--- src/rtl/pasc_pkg.sv ---
package pasc_pkg;

    // default sizes of the top level parameters
    localparam int COORD_BITS_DEF  = 16;
    localparam int ANGLE_BITS_DEF  = 16;
    localparam int SECTOR_BITS_DEF = 8;

    // internal angle: unsigned fraction of a full turn, 2^24 = 360 degrees
    localparam int TURN_BITS    = 24;
    localparam int CORDIC_STEPS = 24;
    localparam int VEC_BITS     = 64;
    localparam int Z_BITS       = TURN_BITS + 1;
    localparam int QANG_BITS    = TURN_BITS - 1;
    localparam int ATAN_BITS    = 22;
    localparam int VEC_FRAC_TOP = 60;

    localparam logic signed [Z_BITS-1:0] QUARTER_Z = Z_BITS'(1) <<< (TURN_BITS - 2);
    localparam logic signed [Z_BITS-1:0] EIGHTH_Z  = Z_BITS'(1) <<< (TURN_BITS - 3);

    // configuration registers
    localparam int NUM_SECTORS_BITS = 9;
    localparam int RADIUS_BITS      = 15;
    localparam int CFG_ADDR_BITS    = 1;
    localparam int CFG_DATA_BITS    = 15;
    localparam int R2_BITS          = 2 * RADIUS_BITS;

    localparam logic [CFG_ADDR_BITS-1:0] REG_NUM_SECTORS = 1'b0;
    localparam logic [CFG_ADDR_BITS-1:0] REG_RADIUS      = 1'b1;

    localparam logic [NUM_SECTORS_BITS-1:0] NUM_SECTORS_RESET = 9'd8;
    localparam logic [RADIUS_BITS-1:0]      RADIUS_RESET      = 15'd16;

    // atan(2^-i) in units of 2^-24 turn
    localparam logic [ATAN_BITS-1:0] ATAN_TAB [CORDIC_STEPS] = '{
        22'd2097152, 22'd1238021, 22'd654136, 22'd332050,
        22'd166669,  22'd83416,   22'd41718,  22'd20860,
        22'd10430,   22'd5215,    22'd2608,   22'd1304,
        22'd652,     22'd326,     22'd163,    22'd81,
        22'd41,      22'd20,      22'd10,     22'd5,
        22'd3,       22'd1,       22'd1,      22'd0
    };

    // rotating vector and accumulated angle
    typedef struct packed {
        logic signed [VEC_BITS-1:0] px;
        logic signed [VEC_BITS-1:0] py;
        logic signed [Z_BITS-1:0]   z;
    } vec_t;

    // per-point flags riding along the cells
    typedef struct packed {
        logic in_disc;
        logic xneg;
        logic yneg;
        logic hold;
    } side_t;

endpackage

--- src/rtl/pasc_cell.sv ---
module pasc_cell #(
    parameter int STEP = 0
) (
    input  logic            clk,
    input  logic            rst_n,
    input  logic            in_valid,
    output logic            in_ready,
    input  pasc_pkg::vec_t  in_vec,
    input  pasc_pkg::side_t in_side,
    output logic            out_valid,
    input  logic            out_ready,
    output pasc_pkg::vec_t  out_vec,
    output pasc_pkg::side_t out_side
);
    import pasc_pkg::*;

    localparam logic signed [Z_BITS-1:0] ATAN_Z =
        $signed({{(Z_BITS-ATAN_BITS){1'b0}}, ATAN_TAB[STEP]});

    logic                       valid_reg;
    vec_t                       vec_reg;
    side_t                      side_reg;
    vec_t                       vec_next;
    logic signed [VEC_BITS-1:0] px;
    logic signed [VEC_BITS-1:0] py;
    logic signed [VEC_BITS-1:0] dx;
    logic signed [VEC_BITS-1:0] dy;

    assign in_ready = !valid_reg || out_ready;

    // one vectoring step, arithmetic shifts round toward minus infinity
    always_comb
    begin
        px = in_vec.px;
        py = in_vec.py;
        dx = py >>> STEP;
        dy = px >>> STEP;
        if (in_side.hold)
        begin
            vec_next = in_vec;
        end
        else if (!py[VEC_BITS-1])
        begin
            vec_next.px = px + dx;
            vec_next.py = py - dy;
            vec_next.z  = in_vec.z + ATAN_Z;
        end
        else
        begin
            vec_next.px = px - dx;
            vec_next.py = py + dy;
            vec_next.z  = in_vec.z - ATAN_Z;
        end
    end

    always_ff @(posedge clk or negedge rst_n)
    begin
        if (!rst_n)
        begin
            valid_reg <= 1'b0;
        end
        else if (in_ready)
        begin
            valid_reg <= in_valid;
        end
    end

    always_ff @(posedge clk)
    begin
        if (in_ready && in_valid)
        begin
            vec_reg  <= vec_next;
            side_reg <= in_side;
        end
    end

    assign out_valid = valid_reg;
    assign out_vec   = vec_reg;
    assign out_side  = side_reg;

endmodule

--- config.mk ---
export PLATFORM = sky130hd
export DESIGN_NAME = pasc_cell
export DESIGN_NICKNAME = d
export VERILOG_FILES = /design/src/rtl/pasc_pkg.sv /design/src/rtl/pasc_cell.sv
export SDC_FILE = /design/constraint.sdc
export NUM_CORES = 1
export LEC_CHECK = 0
export ABC_AREA = 1
export BUFFER_PORTS_ARGS = -buffer_cell sky130_fd_sc_hd__buf_2
export CAP_MARGIN = 20
export CORE_ASPECT_RATIO = 1.75
export CORE_UTILIZATION = 40
export DETAILED_ROUTE_END_ITERATION = 7
export PLACE_DENSITY = 0.66
export SLEW_MARGIN = 20
export SYNTH_ARGS = -nofsm -noshare
export SYNTH_HDL_FRONTEND = slang
export SYNTH_SLANG_ARGS = --single-unit
export TNS_END_PERCENT = 5
--- constraint.sdc ---
create_clock -name clk -period 25.7 [get_ports clk]
set_input_delay 5.14 -clock clk [delete_from_list [all_inputs] [get_ports clk]]
set_output_delay 5.14 -clock clk [all_outputs]
set_load 0.05 [all_outputs]
==> results_dict.tcl <==
set metrics [dict create \
    outcome "finished, final reports clean" \
    holdBufCountCts 0 \
    cts_buffers 17 \
    dp.cells 5223 \
    worst_pin_slew_ns 1.069 \
    vias 27864 \
    clkLatencyLatePin_ns 0.50 \
    endpoint_kind "output port" \
    clkTransAtPathRegs_ns 0.06 \
    clk_path_buf_depth 2 \
    powerDensity_mw_per_mm2 44.37 \
    pwr-share-seq_pct 26.5 \
    cpPeakStageDelay_ns 0.21 \
    cts_tree "yes" \
    cpMaxStageDelayCell "buf_2" \
    hp-class "reg2reg" \
    wirelength_microns 116500 \
    path_class "in2out" \
    final_net_count 4829 \
    ys_seq_area_share_pct 19.57 \
    crit_required_ns 20.56 \
    synth_ff_type "edfxtp_1" \
    synth-async-reset-ratio_pct 0.6329 \
    avgRoutedWirePerCell_microns 22.13 \
    grt_pass1_vias 26506 \
    h-tree-depth 4 \
    grt_max_degree 158 \
    dp_hpwl_microns 98260 \
    slew_viol_final 0 \
    r2r-end "out_vec[64]" \
    ant_nets 0 \
    syn_nets 4591 \
    area_growth_syn_to_layout_pct 10.75 \
    drv_cap 0 \
    finalHoldViolCount 0 \
    hold_depth 2 \
    crit_chain "buf_2 -> inv_1 -> nand2_1 -> buf_2" \
    synth_edf_count 157 \
    initial_core_util_pct 40.37 \
    clock.fmax_mhz 92.73 \
    postCtsSetupBuffers 0 \
    drive_above_1_share_pct 11.86 \
    overflow 0 \
    dieHeight_microns 327.5 \
    finalCriticalPeriod_ns 10.78 \
    r2r_start "out_valid" \
    die_area_sq_mm 0.06158 \
    synth_top_area_cell "nand2_1" \
    synthTopCellsByArea "nand2_1, edfxtp_1, inv_1" \
    place_congestion 1.111 \
    finalSetupViolations 0 \
    grt_first_pass_wirelength_microns 164400 \
    fin_hold_ws_ns 0.5876 \
    post_synth_num_cell_types 48 \
    finalPower_uw 1190 \
    hold_end "out_valid" \
    ir_drop_mv 0.05648 \
    skew_ns 0.02300 \
    via_per_inst 5.292 \
    p_leak_uw 0.01511 \
    rsz0062_at_grt "false" \
    synth-seq-cells 158 \
    syn-instance-count 4218 \
    drc 0 \
    comb_power_share_pct 51.6 \
    cts_root_buf "clkbuf_16" \
    reg2reg_slack_ns 23.94 \
    portBuffers 319 \
    final.setup.tns_ns 0 \
    cp_common_cell "buf_2" \
    netlist.area_leader.share_pct 24.28 \
    fp.dieW_microns 188.0 \
    fin_cells 5265 \
    antenna_found_initial 15 \
    timing.final.crit_share_pct 41.96 \
    core_sq_mm 0.06000 \
    dr.first_iter.drc_count 2282 \
    arrival_ns 5.64 \
    r2r_cells 2 \
    min-delay-start "out_valid" \
    clock_sinks 158 \
    synth_warnings 0 \
    cp_max_fo 2 \
    startpoint_type "input pin" \
    p_int_uw 600.5 \
    switchingPower_uw 589.8 \
    clock_power_share_pct 21.9 \
    slew_headroom_pct 28.57 \
    io_pins 320 \
    grt_usage_pct 37.20 \
    p_sw_share_pct 49.55 \
    syn_area_sq_mm 0.02422 \
    cts_resized 0 \
    rows 119 \
    dr.pass1.iters 8 \
    syn_avg_cell_area_sq_um 5.743 \
]
area by class of cell:
type                            instances  area (sq um)
Tap cell                              786         983.4
Inverter                              866          3256
Fill cell                            6968         33180
Antenna cell                           10         25.02
Sequential cell                       158          4740
Clock inverter                         14         143.9
Multi-Input combinational cell       3085         15570
Clock buffer                           18         429.2
Timing Repair Buffer                  328          1679
how the worst max path moves through the flow:
stage | startpoint | to | slack [ns]
3_5_place_dp | out_ready | in_ready | 14.90
2_1_floorplan | in_valid | out_side[0] | 12.25
3_3_place_gp | out_ready | in_ready | 14.90
5_1_grt | out_ready | in_ready | 14.87
6_report | out_ready | in_ready | 14.92
4_1_cts | out_ready | in_ready | 14.90
power groups by stage:
stage | Combinational (uW) | Clock [uW] | Sequential, uW
finish | 614 | 261 | 316
global route | 655 | 272 | 317
CTS | 597 | 266 | 316
detailed placement | 596 | 0 | 322
global placement | 592 | 0 | 321
floorplan | 331 | 0 | 394
registers in the layout (all words and copies together) (netlist names):
signal,cells
out_side,4
out_valid,1
out_vec,153
synth_stat cells (2+ instances only):
library cell / n
o21ai_0: 141
clkbuf_1: 22
o22ai_1: 11
nor2_4: 13
nor2_1: 311
a31oi_1: 25
nand2_4: 3
or2_2: 2
nand4_1: 44
o21ai_1: 22
inv_2: 29
nand2_2: 29
nor4_1: 2
nor3_1: 12
o21ai_2: 3
a2bb2oi_1: 2
buf_2: 24
nor3_2: 12
fa_1: 4
a21oi_2: 6
nand3b_2: 2
o21bai_1: 24
a211oi_1: 4
clkinv_1: 2
nand3_2: 12
a22oi_1: 4
nand3_1: 286
and2_1: 4
xor2_1: 48
a21oi_1: 202
buf_6: 15
buf_1: 13
xnor2_1: 4
nand2_1: 1567
ha_1: 208
nor2_2: 55
o211ai_1: 16
inv_1: 835
buf_4: 35
edfxtp_1: 157
kinds of logic (layout without fill, tap and decap cells):
kind of cell	count (synthesis)	count (layout)	synth area share, %
flip-flops	158	158	19.57
XOR/XNOR	52	52	1.880
adder cells (fa/ha/maj)	212	212	11.07
buffers and inverters	975	1226	16.24
AND/OR/NAND/NOR	2358	2358	40.77
AO/OA/AOI/OAI	463	463	10.47
other	0	10	0
per-stage QoR:
step           util, %  cell area (sq um)  worst slack, ns
2_1_floorplan        -              24220            12.25
3_3_place_gp     43.71              26230            14.90
3_5_place_dp     43.71              26230            14.90
4_1_cts          44.67              26800            14.90
5_1_grt          44.67              26800            14.87
6_report         44.71              26830            14.92
critical path, delay by kind of cell:
family | cells | cell delay [ns]
buf+inv | 3 | 0.41
simple gates | 1 | 0.08
layout by cell type (no fill, tap or decap), drive strengths merged, types with 44 or more instances in the layout:
cell / count
buf: 328
edfxtp: 157
nand3: 298
a21oi: 208
o21ai: 166
nor2: 379
xor2: 48
nand2: 1599
inv: 873
nand4: 44
ha: 208
per-layer routing:
metal  routed length, microns  GRT usage, %  up-vias
met4                    15710         43.23       12
met2                    54810         63.72     1456
li1                         -             -    13454
met5                       77             0        -
met3                     8201         6.278      523
met1                    37710         35.30    12419
(Power assumes the default switching activity.)
