[src/rtl/pasc_pkg.sv]
package pasc_pkg;

    // default sizes of the top level parameters
    localparam int COORD_BITS_DEF  = 16;
    localparam int ANGLE_BITS_DEF  = 16;
    localparam int SECTOR_BITS_DEF = 8;

    // internal angle: unsigned fraction of a full turn, 2^24 = 360 degrees
    localparam int TURN_BITS    = 24;
    localparam int CORDIC_STEPS = 24;
    localparam int VEC_BITS     = 64;
    localparam int Z_BITS       = TURN_BITS + 1;
    localparam int QANG_BITS    = TURN_BITS - 1;
    localparam int ATAN_BITS    = 22;
    localparam int VEC_FRAC_TOP = 60;

    localparam logic signed [Z_BITS-1:0] QUARTER_Z = Z_BITS'(1) <<< (TURN_BITS - 2);
    localparam logic signed [Z_BITS-1:0] EIGHTH_Z  = Z_BITS'(1) <<< (TURN_BITS - 3);

    // configuration registers
    localparam int NUM_SECTORS_BITS = 9;
    localparam int RADIUS_BITS      = 15;
    localparam int CFG_ADDR_BITS    = 1;
    localparam int CFG_DATA_BITS    = 15;
    localparam int R2_BITS          = 2 * RADIUS_BITS;

    localparam logic [CFG_ADDR_BITS-1:0] REG_NUM_SECTORS = 1'b0;
    localparam logic [CFG_ADDR_BITS-1:0] REG_RADIUS      = 1'b1;

    localparam logic [NUM_SECTORS_BITS-1:0] NUM_SECTORS_RESET = 9'd8;
    localparam logic [RADIUS_BITS-1:0]      RADIUS_RESET      = 15'd16;

    // atan(2^-i) in units of 2^-24 turn
    localparam logic [ATAN_BITS-1:0] ATAN_TAB [CORDIC_STEPS] = '{
        22'd2097152, 22'd1238021, 22'd654136, 22'd332050,
        22'd166669,  22'd83416,   22'd41718,  22'd20860,
        22'd10430,   22'd5215,    22'd2608,   22'd1304,
        22'd652,     22'd326,     22'd163,    22'd81,
        22'd41,      22'd20,      22'd10,     22'd5,
        22'd3,       22'd1,       22'd1,      22'd0
    };

    // rotating vector and accumulated angle
    typedef struct packed {
        logic signed [VEC_BITS-1:0] px;
        logic signed [VEC_BITS-1:0] py;
        logic signed [Z_BITS-1:0]   z;
    } vec_t;

    // per-point flags riding along the cells
    typedef struct packed {
        logic in_disc;
        logic xneg;
        logic yneg;
        logic hold;
    } side_t;

endpackage

[src/rtl/pasc_back.sv]
module pasc_back #(
    parameter int ANGLE_BITS  = pasc_pkg::ANGLE_BITS_DEF,
    parameter int SECTOR_BITS = pasc_pkg::SECTOR_BITS_DEF
) (
    input  logic                   clk,
    input  logic                   rst_n,
    input  logic                   in_valid,
    output logic                   in_ready,
    input  pasc_pkg::vec_t         in_vec,
    input  pasc_pkg::side_t        in_side,
    input  logic [SECTOR_BITS:0]   n_eff,
    output logic                   out_valid,
    input  logic                   out_ready,
    output logic                   in_disc,
    output logic [SECTOR_BITS-1:0] sector
);
    import pasc_pkg::*;

    localparam int PROD_BITS = ANGLE_BITS + SECTOR_BITS + 1;

    logic                       d_valid_reg;
    logic                       d_ready;
    logic                       d_in_disc_reg;
    logic [ANGLE_BITS-1:0]      d_ang_reg;

    logic                       e_valid_reg;
    logic                       e_ready;
    logic                       e_in_disc_reg;
    logic [PROD_BITS-1:0]       e_prod_reg;

    logic                       f_valid_reg;
    logic                       f_ready;
    logic                       f_in_disc_reg;
    logic [SECTOR_BITS-1:0]     f_sector_reg;

    logic [QANG_BITS-1:0]       qa;
    logic [Z_BITS-1:0]          full;
    logic [ANGLE_BITS:0]        ang_wide;
    logic [ANGLE_BITS-1:0]      ang_next;
    logic [SECTOR_BITS:0]       sec_wide;
    logic [SECTOR_BITS:0]       sec_lim;
    logic [SECTOR_BITS-1:0]     sector_next;

    assign f_ready  = !f_valid_reg || out_ready;
    assign e_ready  = !e_valid_reg || f_ready;
    assign d_ready  = !d_valid_reg || e_ready;
    assign in_ready = d_ready;

    // clamp to the first quadrant, unfold by the signs, cut to the output angle
    always_comb
    begin
        if (in_vec.z[Z_BITS-1])
        begin
            qa = '0;
        end
        else if (in_vec.z > QUARTER_Z)
        begin
            qa = QANG_BITS'(QUARTER_Z);
        end
        else
        begin
            qa = in_vec.z[QANG_BITS-1:0];
        end
        if (in_side.xneg && !in_side.yneg)
        begin
            full = (Z_BITS'(1) << (TURN_BITS - 1)) - Z_BITS'(qa);
        end
        else if (in_side.xneg && in_side.yneg)
        begin
            full = (Z_BITS'(1) << (TURN_BITS - 1)) + Z_BITS'(qa);
        end
        else if (in_side.yneg)
        begin
            full = (Z_BITS'(1) << TURN_BITS) - Z_BITS'(qa);
        end
        else
        begin
            full = Z_BITS'(qa);
        end
        ang_wide = full[TURN_BITS -: (ANGLE_BITS + 1)];
        ang_next = ang_wide[ANGLE_BITS] ? '1 : ang_wide[ANGLE_BITS-1:0];
    end

    // sector from the registered product, limited to the last sector
    always_comb
    begin
        sec_wide = e_prod_reg[PROD_BITS-1:ANGLE_BITS];
        sec_lim  = (sec_wide >= n_eff) ? (n_eff - (SECTOR_BITS+1)'(1)) : sec_wide;
        sector_next = e_in_disc_reg ? sec_lim[SECTOR_BITS-1:0] : '0;
    end

    always_ff @(posedge clk or negedge rst_n)
    begin
        if (!rst_n)
        begin
            d_valid_reg <= 1'b0;
            e_valid_reg <= 1'b0;
            f_valid_reg <= 1'b0;
        end
        else
        begin
            if (d_ready)
            begin
                d_valid_reg <= in_valid;
            end
            if (e_ready)
            begin
                e_valid_reg <= d_valid_reg;
            end
            if (f_ready)
            begin
                f_valid_reg <= e_valid_reg;
            end
        end
    end

    always_ff @(posedge clk)
    begin
        if (d_ready && in_valid)
        begin
            d_in_disc_reg <= in_side.in_disc;
            d_ang_reg     <= ang_next;
        end
        if (e_ready && d_valid_reg)
        begin
            e_in_disc_reg <= d_in_disc_reg;
            e_prod_reg    <= PROD_BITS'(d_ang_reg) * PROD_BITS'(n_eff);
        end
        if (f_ready && e_valid_reg)
        begin
            f_in_disc_reg <= e_in_disc_reg;
            f_sector_reg  <= sector_next;
        end
    end

    assign out_valid = f_valid_reg;
    assign in_disc   = f_in_disc_reg;
    assign sector    = f_sector_reg;

endmodule

[config.mk]
export PLATFORM = sky130hd
export DESIGN_NAME = pasc_back
export DESIGN_NICKNAME = d
export VERILOG_FILES = /design/src/rtl/pasc_pkg.sv /design/src/rtl/pasc_back.sv
export SDC_FILE = /design/constraint.sdc
export NUM_CORES = 1
export LEC_CHECK = 0
export ABC_AREA = 1
export ABC_CLOCK_PERIOD_IN_PS = 10200
export BUFFER_PORTS_ARGS = -buffer_cell sky130_fd_sc_hd__buf_4
export CAP_MARGIN = 20
export CORE_ASPECT_RATIO = 1.75
export CORE_MARGIN = 10
export CORE_UTILIZATION = 51
export DETAILED_ROUTE_END_ITERATION = 10
export GPL_TIMING_DRIVEN = 0
export PLACE_DENSITY_LB_ADDON = 0.3
export SYNTH_ARGS = -nofsm -noshare
export SYNTH_HDL_FRONTEND = slang
export SYNTH_SLANG_ARGS = --single-unit
[constraint.sdc]
create_clock -name clk -period 10.2 [get_ports clk]
set_clock_uncertainty 0.05 [all_clocks]
set_input_delay 0.51 -clock clk [delete_from_list [all_inputs] [get_ports clk]]
set_output_delay 0.51 -clock clk [all_outputs]
set_load 0.005 [all_outputs]
==> reports/results.ini <==
[synthesis]
synth_warnings = 0
async_reset_ff_frac = 0.0769
syn_area_per_cell_um2 = 7.47
yosysSeqAreaShare = 0.164
synthFlopType = edfxtp_1
synth.net_count = 1264
yosysUniqueCellTypes = 43
synth_seq_cells = 39
netlist_instances = 945
synth-edff-count = 36
syn-cell-area_um2 = 7060

[worst_setup_path]
cp_common_cell = nand2_1
end_kind = flip-flop
worst-setup-path-type = in -> reg
max_stage_delay_ps = 680
cp_top_family = adder cells
critical_path.max_fanout = 10
slowest_stage = buf_1
crit_chain = buf_4, clkbuf_1, buf_1, nand2_1, inv_1, fa_1, fa_1, fa_1, inv_1, fa_1, inv_1, ha_1, nand2_1, nor4_1, nand2_1, nand2_1, nand2_1, nand3_1, nand2_1
crit_required_ps = 10190
cp.arrival_ps = 5510
critPathBufInv = 6
start_kind = input port

[die]
die_w_um = 109
ioPinCount = 181
dieArea_um2 = 19100
die_h_um = 176
start_util = 0.522
core_area_um2 = 13500
rows = 56

[cells_and_area]
finalNetCount = 1316
most-common-layout-cells = 252 x nand2_1, 246 x inv_1, 98 x fa_1, 51 x nor2_1, 51 x ha_1
drive_gt1_frac = 0.0822
final_area_um2 = 7780
antenna_cells = 0
largest_reg_flops = 16
synthToLayoutAreaGrowth_pct = 10.3
final_common_cell = nand2_1
layout.cells.non_filler = 1172

[min_path]
worst_hold_path_type = in -> reg

[sta]
setup_viol = 0
report.final.slew_viol_count = 0
max_slew.worst_pin.slew_ps = 861
period_minus_slack_ps = 5520
setup_tns_ps = 0
fin_crit_sh = 0.541
rsz0062_at_grt = no
fmax_mhz = 181
max_slew_margin = 0.419
report.final.hold_viol_count = 0

[routing]
ant_nets = 0
dr.pass1.iters = 7
detail_route.wl_per_cell_um = 15.6
drtIter0Drc = 296
vias = 6048
via_per_inst = 5.16
routed_wl_mm = 18.3
drcViolationCount = 0

[placement]
globalplace.congestion = 0.950
dp.cells = 1163
io_buffers = 44
dp_hpwl_mm = 15.6
dpl-instance-area_um2 = 7600

[clock_tree]
cts_made_buffers = 5
cts.sinks = 39
cts_buffer_depth = 2
path_clk_slew_ps = 60
cts_tree = built
cts_setup_buffers = 0
h-tree-depth = 2
cts_root_buf = clkbuf_16
worstSkewPairLatency_ps = 290
post_cts_resized = 0

[grt]
grt_antenna_before_repair = 0
grt.overflow.total = 0
grt_max_degree = 18
grt_pass1_wl_mm = 30.7
grt_pass1_vias = 6520
grt.total_usage = 0.203

[power_and_ir_drop]
ir_worst_vdd_uv = 127
leakage_nw = 4.52
pwr_density_cell_nw_per_um2 = 244

[job]
maxCapViolCount = 0

[run_status]
status = finished, final reports clean

synthesized netlist by cell type, types with 2 or more instances:
master    number  area share
o211ai_1       5      0.0053
xnor2_1        4      0.0050
buf_4          2      0.0021
o31ai_1        3      0.0032
edfxtp_1      36        0.15
o21ai_2        2      0.0025
nand2_2        5      0.0044
clkbuf_1      26       0.014
nor3_1         4      0.0028
nand3_1       35       0.025
a21oi_1       30       0.021
nand2_1      252        0.13
a31oi_1        4      0.0035
o21ai_1        7      0.0050
o21a_1         3      0.0032
buf_6          3      0.0048
nand3_2        3      0.0043
inv_1        246        0.13
nand4_1        8      0.0071
nor4_1         3      0.0027
fa_1          98        0.28
a211oi_1       2      0.0021
nand3b_1       3      0.0032
nor2_2         3      0.0027
o21ai_0       20       0.014
buf_2          5      0.0035
ha_1          51       0.090
o21bai_1       2      0.0021
dfrtp_1        3       0.011
buf_1          5      0.0027
xor2_1        10       0.012
nor2_1        51       0.027
layer usage:
layer / GRT usage / part of all wire / vias up
met1: 0.191 / 0.32 / 2863
met4: 0.120 / 0.060 / 0
li1: - / - / 2935
met5: 0 / 0 / -
met3: 0.0191 / 0.035 / 76
met2: 0.398 / 0.58 / 174
power by group:
group,switching (W),leakage [nW],internal (W)
Sequential,0.0000192,0.387,0.000262
Combinational,0.000901,4.05,0.000539
Clock,0.0000646,0.0838,0.000115
Total,0.000984,4.52,0.000916
kinds of logic (layout without fill, tap and decap cells):
family,after synthesis,in the layout,synth area share
buffers and inverters,287,340,0.158
XOR/XNOR,14,14,0.0174
AO/OA/AOI/OAI,84,84,0.0711
adder cells (fa/ha/maj),149,149,0.369
flip-flops,39,39,0.164
AND/OR/NAND/NOR,372,372,0.221
final timing paths:
path | slack [ps] | cells past startpoint | endpoint | start
max | 4680 | 19 | e_prod_reg[20] | n_eff[5]
min | 350 | 1 | d_in_disc_reg | in_side[3]
max reg2reg | 5240 | 19 | e_prod_reg[23] | d_ang_reg[10]
min reg2reg | 400 | 0 | e_in_disc_reg | d_in_disc_reg
max in group asynchronous | 9500 | 2 | e_valid_reg | rst_n
min in group asynchronous | 510 | 2 | d_valid_reg | rst_n
per-stage QoR:
stage,utilization,hold WS [ps],worst slack (ps),total power [W]
6_report,0.576,346,4680,0.00190
2_1_floorplan,-,164,5510,0.00134
4_1_cts,0.576,344,4710,0.00191
5_1_grt,0.576,340,4380,0.00215
3_5_place_dp,0.562,251,4430,0.00173
3_3_place_gp,0.562,251,4460,0.00170
final cells by class:
type / count / area [µm²]
Fill cell: 1281 / 5740
Multi-Input combinational cell: 619 / 4790
Sequential cell: 39 / 1160
Inverter: 246 / 923
Timing Repair Buffer: 45 / 340
Tap cell: 174 / 218
Buffer: 41 / 190
Clock buffer: 5 / 125
Clock inverter: 3 / 43.8
repair_timing:
| item | 4_1_cts | 5_1_grt |
|---|---|---|
| hold endpoints to repair | 3 | 0 |
| endpoints found under the setup margin | 0 | 0 |
| hold buffers | 1 | 0 |
Note: power is estimated with default switching activity, not from simulation.
