==> src/rtl/pasc_pkg.sv <==
package pasc_pkg;

    // default sizes of the top level parameters
    localparam int COORD_BITS_DEF  = 16;
    localparam int ANGLE_BITS_DEF  = 16;
    localparam int SECTOR_BITS_DEF = 8;

    // internal angle: unsigned fraction of a full turn, 2^24 = 360 degrees
    localparam int TURN_BITS    = 24;
    localparam int CORDIC_STEPS = 24;
    localparam int VEC_BITS     = 64;
    localparam int Z_BITS       = TURN_BITS + 1;
    localparam int QANG_BITS    = TURN_BITS - 1;
    localparam int ATAN_BITS    = 22;
    localparam int VEC_FRAC_TOP = 60;

    localparam logic signed [Z_BITS-1:0] QUARTER_Z = Z_BITS'(1) <<< (TURN_BITS - 2);
    localparam logic signed [Z_BITS-1:0] EIGHTH_Z  = Z_BITS'(1) <<< (TURN_BITS - 3);

    // configuration registers
    localparam int NUM_SECTORS_BITS = 9;
    localparam int RADIUS_BITS      = 15;
    localparam int CFG_ADDR_BITS    = 1;
    localparam int CFG_DATA_BITS    = 15;
    localparam int R2_BITS          = 2 * RADIUS_BITS;

    localparam logic [CFG_ADDR_BITS-1:0] REG_NUM_SECTORS = 1'b0;
    localparam logic [CFG_ADDR_BITS-1:0] REG_RADIUS      = 1'b1;

    localparam logic [NUM_SECTORS_BITS-1:0] NUM_SECTORS_RESET = 9'd8;
    localparam logic [RADIUS_BITS-1:0]      RADIUS_RESET      = 15'd16;

    // atan(2^-i) in units of 2^-24 turn
    localparam logic [ATAN_BITS-1:0] ATAN_TAB [CORDIC_STEPS] = '{
        22'd2097152, 22'd1238021, 22'd654136, 22'd332050,
        22'd166669,  22'd83416,   22'd41718,  22'd20860,
        22'd10430,   22'd5215,    22'd2608,   22'd1304,
        22'd652,     22'd326,     22'd163,    22'd81,
        22'd41,      22'd20,      22'd10,     22'd5,
        22'd3,       22'd1,       22'd1,      22'd0
    };

    // rotating vector and accumulated angle
    typedef struct packed {
        logic signed [VEC_BITS-1:0] px;
        logic signed [VEC_BITS-1:0] py;
        logic signed [Z_BITS-1:0]   z;
    } vec_t;

    // per-point flags riding along the cells
    typedef struct packed {
        logic in_disc;
        logic xneg;
        logic yneg;
        logic hold;
    } side_t;

endpackage

==> src/rtl/pasc_front.sv <==
module pasc_front #(
    parameter int COORD_BITS = pasc_pkg::COORD_BITS_DEF
) (
    input  logic                           clk,
    input  logic                           rst_n,
    input  logic                           in_valid,
    output logic                           in_ready,
    input  logic [COORD_BITS-1:0]          x_offset,
    input  logic [COORD_BITS-1:0]          y_offset,
    input  logic [pasc_pkg::R2_BITS-1:0]   r2,
    output logic                           out_valid,
    input  logic                           out_ready,
    output pasc_pkg::vec_t                 out_vec,
    output pasc_pkg::side_t                out_side
);
    import pasc_pkg::*;

    localparam int PRESHIFT = VEC_FRAC_TOP - COORD_BITS;
    localparam int D2_BITS  = 2 * COORD_BITS + 1;
    localparam int CMP_BITS = (D2_BITS > R2_BITS) ? D2_BITS : R2_BITS;

    logic                    a_valid_reg;
    logic                    a_ready;
    logic [COORD_BITS-1:0]   a_ax_reg;
    logic [COORD_BITS-1:0]   a_ay_reg;
    logic                    a_xneg_reg;
    logic                    a_yneg_reg;

    logic                    b_valid_reg;
    logic                    b_ready;
    logic [COORD_BITS-1:0]   b_ax_reg;
    logic [COORD_BITS-1:0]   b_ay_reg;
    logic                    b_xneg_reg;
    logic                    b_yneg_reg;
    logic [2*COORD_BITS-1:0] b_sqx_reg;
    logic [2*COORD_BITS-1:0] b_sqy_reg;

    logic                    c_valid_reg;
    logic                    c_ready;
    vec_t                    c_vec_reg;
    side_t                   c_side_reg;

    logic [COORD_BITS-1:0]   ax_next;
    logic [COORD_BITS-1:0]   ay_next;
    logic [D2_BITS-1:0]      d2;
    logic                    in_disc;
    vec_t                    vec_next;
    side_t                   side_next;

    // handshake chain, a stage moves when empty or when its successor moves
    assign c_ready  = !c_valid_reg || out_ready;
    assign b_ready  = !b_valid_reg || c_ready;
    assign a_ready  = !a_valid_reg || b_ready;
    assign in_ready = !a_valid_reg || b_ready;

    // magnitudes, the most negative code maps to its unsigned magnitude
    assign ax_next = x_offset[COORD_BITS-1] ? (~x_offset + COORD_BITS'(1)) : x_offset;
    assign ay_next = y_offset[COORD_BITS-1] ? (~y_offset + COORD_BITS'(1)) : y_offset;

    // distance test and CORDIC start vector, exact directions bypass the cells
    always_comb
    begin
        d2 = D2_BITS'(b_sqx_reg) + D2_BITS'(b_sqy_reg);
        in_disc = !((b_ax_reg == '0) && (b_ay_reg == '0))
                  && (CMP_BITS'(d2) <= CMP_BITS'(r2));
        vec_next.px = $signed(VEC_BITS'(b_ax_reg) << PRESHIFT);
        vec_next.py = $signed(VEC_BITS'(b_ay_reg) << PRESHIFT);
        if (b_ay_reg == '0)
        begin
            vec_next.z = '0;
        end
        else if (b_ax_reg == '0)
        begin
            vec_next.z = QUARTER_Z;
        end
        else if (b_ax_reg == b_ay_reg)
        begin
            vec_next.z = EIGHTH_Z;
        end
        else
        begin
            vec_next.z = '0;
        end
        side_next.in_disc = in_disc;
        side_next.xneg    = b_xneg_reg;
        side_next.yneg    = b_yneg_reg;
        side_next.hold    = !in_disc || (b_ay_reg == '0) || (b_ax_reg == '0)
                            || (b_ax_reg == b_ay_reg);
    end

    // valid bits
    always_ff @(posedge clk or negedge rst_n)
    begin
        if (!rst_n)
        begin
            a_valid_reg <= 1'b0;
            b_valid_reg <= 1'b0;
            c_valid_reg <= 1'b0;
        end
        else
        begin
            if (a_ready)
            begin
                a_valid_reg <= in_valid;
            end
            if (b_ready)
            begin
                b_valid_reg <= a_valid_reg;
            end
            if (c_ready)
            begin
                c_valid_reg <= b_valid_reg;
            end
        end
    end

    // payload
    always_ff @(posedge clk)
    begin
        if (a_ready && in_valid)
        begin
            a_ax_reg   <= ax_next;
            a_ay_reg   <= ay_next;
            a_xneg_reg <= x_offset[COORD_BITS-1];
            a_yneg_reg <= y_offset[COORD_BITS-1];
        end
        if (b_ready && a_valid_reg)
        begin
            b_ax_reg   <= a_ax_reg;
            b_ay_reg   <= a_ay_reg;
            b_xneg_reg <= a_xneg_reg;
            b_yneg_reg <= a_yneg_reg;
            b_sqx_reg  <= (2*COORD_BITS)'(a_ax_reg) * (2*COORD_BITS)'(a_ax_reg);
            b_sqy_reg  <= (2*COORD_BITS)'(a_ay_reg) * (2*COORD_BITS)'(a_ay_reg);
        end
        if (c_ready && b_valid_reg)
        begin
            c_vec_reg  <= vec_next;
            c_side_reg <= side_next;
        end
    end

    assign out_valid = c_valid_reg;
    assign out_vec   = c_vec_reg;
    assign out_side  = c_side_reg;

endmodule

==> config.mk <==
export PLATFORM = sky130hd
export DESIGN_NAME = pasc_front
export DESIGN_NICKNAME = d
export VERILOG_FILES = /design/src/rtl/pasc_pkg.sv /design/src/rtl/pasc_front.sv
export SDC_FILE = /design/constraint.sdc
export NUM_CORES = 1
export LEC_CHECK = 0
export BUFFER_PORTS_ARGS = -buffer_cell sky130_fd_sc_hd__buf_2
export CAP_MARGIN = 40
export CORE_AREA = 2 2 211 213
export DETAILED_ROUTE_END_ITERATION = 6
export DIE_AREA = 0 0 213 215
export GPL_TIMING_DRIVEN = 0
export PLACE_DENSITY_LB_ADDON = 0.08
export SLEW_MARGIN = 10
export SYNTH_ARGS = -nofsm -noshare
export SYNTH_HDL_FRONTEND = slang
export SYNTH_SLANG_ARGS = --single-unit
==> constraint.sdc <==
create_clock -name clk -period 8.85 [get_ports clk]
set_clock_uncertainty 0.2 [all_clocks]
set_input_delay 0.4425 -clock clk [delete_from_list [all_inputs] [get_ports clk]]
set_output_delay 0.4425 -clock clk [all_outputs]
set_load 0.02 [all_outputs]
==> impl_metrics.env, run 1 <==
export IMPL_fmax_mhz=124
export IMPL_ctsHtreeMaxLevel=4
export IMPL_setup_ws_ns=0.780
export IMPL_grt_pass1_vias=17500
export IMPL_synthTopCellsByArea="fa_1 27%, edfxtp_1 21%, ha_1 14%, inv_1 9.0%, buf_4 3.8%"
export IMPL_rrSetupSlack_ns=0.78
export IMPL_crit_slowest_cell="clkbuf_1"
export IMPL_antenna_found_initial=1
export IMPL_drc=0
export IMPL_wirelength_mm=55.3
export IMPL_post_place_ws_ns=0.918
export IMPL_ys_seq_area_frac=0.213
export IMPL_crit_path_end_kind="flip-flop"
export IMPL_drive_above_1_share=0.104
export IMPL_yosysMostFrequentCell="inv_1"
export IMPL_die_h_um=215
export IMPL_max_slew_margin=0.353
export IMPL_grt_total_usage=0.253
export IMPL_grt_max_degree=51
export IMPL_synthCells=2454
export IMPL_cts_buffers=17
export IMPL_core_sq_um=43600
export IMPL_numClockSinks=169
export IMPL_required_ns=8.82
export IMPL_cap_violations=0
export IMPL_overflow=0
export IMPL_clk_path_buf_depth=2
export IMPL_cts_reportedPaths_clkPinSlew_ns=0.07
export IMPL_async_flop_share=0.0178
export IMPL_outcome="finished clean"
export IMPL_die_area_sq_um=45800
export IMPL_post_synth_cell_area_avg_sq_um=9.70
export IMPL_slowest_delay_ns=0.65
export IMPL_start_util=0.545
export IMPL_hold_path_end="a_valid_reg"
export IMPL_firstDrtPassIters=5
export IMPL_vias=17000
export IMPL_rows=77
export IMPL_r2r_start="a_ax_reg[4]"
export IMPL_dp_hpwl_mm=46.1
export IMPL_worst_r2r_cell_count=22
export IMPL_period_share=0.912
export IMPL_ys_flop_type="edfxtp_1"
export IMPL_synth_top_area_frac=0.273
export IMPL_critPathArrivalTime_ns=8.04
export IMPL_fin_nets=3358
export IMPL_synth_edff_count=166
export IMPL_vias_per_cell=5.15
export IMPL_hold_depth=2
export IMPL_diodes=0
export IMPL_wl_per_cell_um=16.8
export IMPL_final_antenna_net_count=0
export IMPL_drv_slew=0
export IMPL_crit_path_max_fanout=10
export IMPL_crit_type="reg -> reg"
export IMPL_gp_congestion=0.905
export IMPL_cp_cell_sequence="clkbuf_1 > clkbuf_1 > nand2_1 > fa_1 > inv_1 > fa_1 > fa_1 > fa_1 > fa_1 > inv_1 > fa_1 > inv_1 > ha_1 > clkbuf_1 > nand4_1 > or3_1 > nor2_1 > nand4_1 > a31oi_1 > o21a_1 > o31a_1 > o211ai_1"
export IMPL_synth_warnings=0
export IMPL_ys_top_cells_by_count="571 x inv_1, 324 x fa_1, 269 x ha_1"
export IMPL_largest_reg_flops=34
export IMPL_min_from="in_valid"
export IMPL_ys_types=58
export IMPL_die_w_um=213
export IMPL_drtIter0Drc=973
export IMPL_grt_pass1_wl_mm=89.7
export IMPL_port_buffer_count=105
export IMPL_ioPinCount=225
export IMPL_hold_viol_final=0
export IMPL_period_needed_ns=8.07
export IMPL_startpoint_type="flip-flop"
export IMPL_syn_area_sq_um=23800
export IMPL_crit_top_cell="fa_1"
export IMPL_setup_viol=0
export IMPL_cts_root_buffer="clkbuf_16"
export IMPL_tns_ns=0
export IMPL_tightest_slew_ns=0.958
export IMPL_clock_latency_ns=0.43
export IMPL_cts_tree="built"
export IMPL_area_growth_pct=9.99
export IMPL_ys_ff_latch=169
export IMPL_synth_area_leader_cell="fa_1"
export IMPL_rsz0062_at_grt="no"
export IMPL_r2r_end="b_sqx_reg[30]"
export IMPL_min_path_type="in -> reg"
==> layer usage <==
metal	wire length, um	up-vias	track usage
met5	0	-	0
met4	863	0	0.0476
met3	4320	59	0.0392
met2	25500	607	0.414
met1	24700	8280	0.361
li1	-	8069	-
==> worst max path at each step <==
stage | startpoint | endpoint | slack (ns) | depth (start not counted)
after floorplan | a_ax_reg[4] | b_sqx_reg[30] | 2.51 | 21
after detailed placement | a_ax_reg[4] | b_sqx_reg[30] | 0.92 | 22
after CTS | a_ax_reg[4] | b_sqx_reg[30] | 0.90 | 22
final | a_ax_reg[4] | b_sqx_reg[30] | 0.78 | 22
after global placement | a_ax_reg[4] | b_sqx_reg[30] | 1.02 | 22
after global routing | a_ax_reg[4] | b_sqx_reg[30] | 0.53 | 22
==> what timing repair did <==
action,CTS,global route
hold buffers,1,0
setup buffers,0,0
resized for setup,0,0
hold endpoints to repair,3,0
setup endpoints to repair,0,0
==> final cells by class <==
type                       count  area [sq um]
fill                        3787         17500
clock buffer                  17           425
sequential                   169          5060
multi-input combinational   1667         16000
clock inverter                14           180
inverter                     571          2140
buffer                       165          1070
tap                          592           741
timing repair buffer         108           583
==> worst max-delay path: cells and delay by family, from the launching register on <==
kind                     cells  cell delay, ns
buffers and inverters        6            1.64
flip-flops                   1            0.58
AND/OR/NAND/NOR              5            1.30
AO/OA/AOI/OAI                4            0.83
adder cells (fa/ha/maj)      7            3.23
==> kinds of logic after synthesis <==
kind of cell / share of synthesized area
compound gates: 0.0818
xor+xnor: 0.0482
fa+ha+maj: 0.414
buf+inv: 0.135
flops: 0.213
mux: 0.00221
other cells: 0.000158
simple gates: 0.106
==> cells in the final DEF (no fill, tap or decap), types with 4 or more instances in the layout <==
master / count
inv_1: 571
fa_1: 324
ha_1: 269
nand2_1: 203
edfxtp_1: 166
buf_4: 119
conb_1: 119
buf_2: 105
xnor2_1: 84
and2_1: 83
a21oi_1: 82
nor2_1: 80
o21ai_0: 60
xor2_1: 47
clkbuf_1: 46
a21o_1: 46
nand3_1: 27
nor3_1: 25
nor2b_1: 21
nand4_1: 17
clkbuf_16: 17
nand2b_1: 16
nor4_1: 16
a211oi_1: 15
o21a_1: 13
a31oi_1: 10
or3_1: 10
o31ai_1: 9
a31o_2: 8
and3_1: 7
o211ai_1: 7
o41ai_1: 6
o2111ai_1: 5
or2_2: 5
nand3b_1: 5
a211o_1: 4
o21bai_1: 4
clkinv_8: 4
==> metrics by stage <==
step	std cells	hold WS, ns	util	area (sq um)
after global placement	3269	0.0401	0.584	25500
after global routing	3303	0.0101	0.600	26200
final	3303	0.0107	0.600	26200
after CTS	3303	0.00505	0.600	26200
after detailed placement	3271	0.0427	0.586	25600
after floorplan	2572	-0.0531	-	24200
Power of run 1 is not shown: default switching activity piles up to over one toggle a cycle in this logic, so the estimate is an artifact.
==> run 2: changes to the inputs <==
Settings changed: PLACE_DENSITY from default to 0.82, PLACE_DENSITY_LB_ADDON 0.08 to default.
Clock period 8.85 ns to 8.8 ns, I/O delays scaled along.
==> run 2 against run 1 <==
Net effect:
- cell count up 0.12%
- setup slack better by 0.14 ns
- wire length up 3.4%
- critical path depth unchanged
- register-to-register slack better by 0.14 ns
- non-clock buffer count down 1
- first-iteration DRC count up 48%
- clock-buffer cell count unchanged
- largest cell class unchanged
- highest routed layer unchanged
==> impl_metrics.env, run 2 (synthesized netlist as in run 1, its figures left out) <==
export IMPL_outcome="finished clean"
export IMPL_setup_viol=0
export IMPL_die_h_um=215
export IMPL_wl_met1_mm=22.7
export IMPL_wl_per_cell_um=17.3
export IMPL_crit_slowest_cell="edfxtp_1"
export IMPL_period_share=0.895
export IMPL_fmax_mhz=127
export IMPL_fin_hold_ws_ns=0.00660
export IMPL_grt_pass1_wl_mm=92.5
export IMPL_antenna_found_initial=4
export IMPL_fillers=3516
export IMPL_rsz0062_at_grt="no"
export IMPL_layout_common_cells="571 x inv_1, 324 x fa_1, 269 x ha_1"
export IMPL_area_growth_pct=10.1
export IMPL_drive_above_1_share=0.104
export IMPL_cap_violations=0
export IMPL_tightest_slew_ns=0.898
export IMPL_overflow=0
export IMPL_drtIter0Drc=1444
export IMPL_cts_tree="built"
export IMPL_rows=77
export IMPL_core_sq_um=43600
export IMPL_startpoint_type="flip-flop"
export IMPL_multi_input_area_sq_um=16000
export IMPL_r2r_start="a_ax_reg[4]"
export IMPL_crit_type="reg -> reg"
export IMPL_port_buffer_count=105
export IMPL_slowest_delay_ns=0.58
export IMPL_met3_length_mm=5.08
export IMPL_clock_latency_ns=0.44
export IMPL_tns_ns=0
export IMPL_crit_family="adder cells"
export IMPL_cts_reportedPaths_clkPinSlew_ns=0.08
export IMPL_die_area_sq_um=45800
export IMPL_wl_met2_mm=27.6
export IMPL_ff_latch_area_sq_um=5060
export IMPL_ioPinCount=225
export IMPL_numClockSinks=169
export IMPL_drv_slew=0
export IMPL_wirelength_mm=57.2
export IMPL_grt_max_degree=49
export IMPL_fin_nets=3357
export IMPL_start_util=0.545
export IMPL_ctsHtreeMaxLevel=4
export IMPL_firstDrtPassIters=7
export IMPL_top_layer_used="met4"
export IMPL_vias=17800
export IMPL_grt_pass1_vias=18800
export IMPL_crit_start="a_ax_reg[4]"
export IMPL_required_ns=8.76
export IMPL_grt_total_usage=0.257
export IMPL_hold_viol_final=0
export IMPL_holdBufCountCts=1
export IMPL_cts_root_buffer="clkbuf_16"
export IMPL_dp_hpwl_mm=46.8
export IMPL_period_needed_ns=7.88
export IMPL_gp_congestion=1.01
export IMPL_cp_num_buf_inv=6
export IMPL_cp_cell_sequence="clkbuf_1 > clkbuf_1 > nand2_1 > fa_1 > inv_1 > fa_1 > fa_1 > fa_1 > fa_1 > inv_1 > fa_1 > inv_1 > ha_1 > clkbuf_1 > nand4_1 > or3_1 > nor2_1 > nand4_1 > a31oi_1 > o21a_1 > o31a_1 > o211ai_1"
export IMPL_final_common_cell="inv_1"
export IMPL_die_w_um=213
export IMPL_largest_reg_flops=34
export IMPL_utilization=0.600
export IMPL_critPathArrivalTime_ns=7.83
export IMPL_crit_path_end_kind="flip-flop"
export IMPL_cts_resized=0
export IMPL_max_slew_margin=0.401
export IMPL_crit_top_cell="fa_1"
export IMPL_clk_path_buf_depth=2
export IMPL_drc=0
export IMPL_min_from="in_valid"
export IMPL_postCtsSetupBuffers=0
export IMPL_crit_path_max_fanout=10
export IMPL_min_path_type="in -> reg"
export IMPL_vias_per_cell=5.37
export IMPL_final_antenna_net_count=0
export IMPL_cts_buffers=17
==> run 2: path summary, 6_finish.rpt <==
path	endpoint	slack (ns)	depth (start not counted)
setup reg to reg	b_sqx_reg[30]	0.92	22
hold reg to reg	out_side[1]	0.22	0
max in group asynchronous	a_valid_reg	8.17	2
setup / recovery	b_sqx_reg[30]	0.92	22
hold / removal	a_valid_reg	0.007	2
min in group asynchronous	out_valid	0.12	2
==> run 2: final cells by class <==
cell class / instances / share of cell area
Multi-Input combinational cell: 1667 / 0.610
Sequential cell: 169 / 0.193
Inverter: 571 / 0.0818
Buffer: 165 / 0.0407
Tap cell: 592 / 0.0283
Timing Repair Buffer: 107 / 0.0212
Clock buffer: 17 / 0.0162
Clock inverter: 15 / 0.00812
Antenna cell: 4 / 0.000382
==> run 2: layer usage <==
metal,track usage,up-vias
li1,-,8060
met1,0.332,8661
met2,0.435,874
met3,0.0446,155
met4,0.0902,0
met5,0,-
==> run 2: worst reg2reg max path, delay by kind of cell, from the launching register on <==
kind	cells	cell delay [ns]
adders and majority gates	7	3.29
buffers and inverters	6	1.41
and+or+nand+nor	5	1.21
AOI/OAI and AO/OA	4	0.91
DFF	1	0.58
==> run 2: per-stage QoR <==
stage / area [sq um] / cells / setup WS [ns]
2_1_floorplan: 24200 / 2572 / 2.46
3_3_place_gp: 25500 / 3269 / 1.27
3_5_place_dp: 25500 / 3270 / 1.12
4_1_cts: 26200 / 3303 / 0.979
5_1_grt: 26200 / 3304 / 0.583
6_report: 26200 / 3307 / 0.924
Power of run 2 is left out for the same reason.
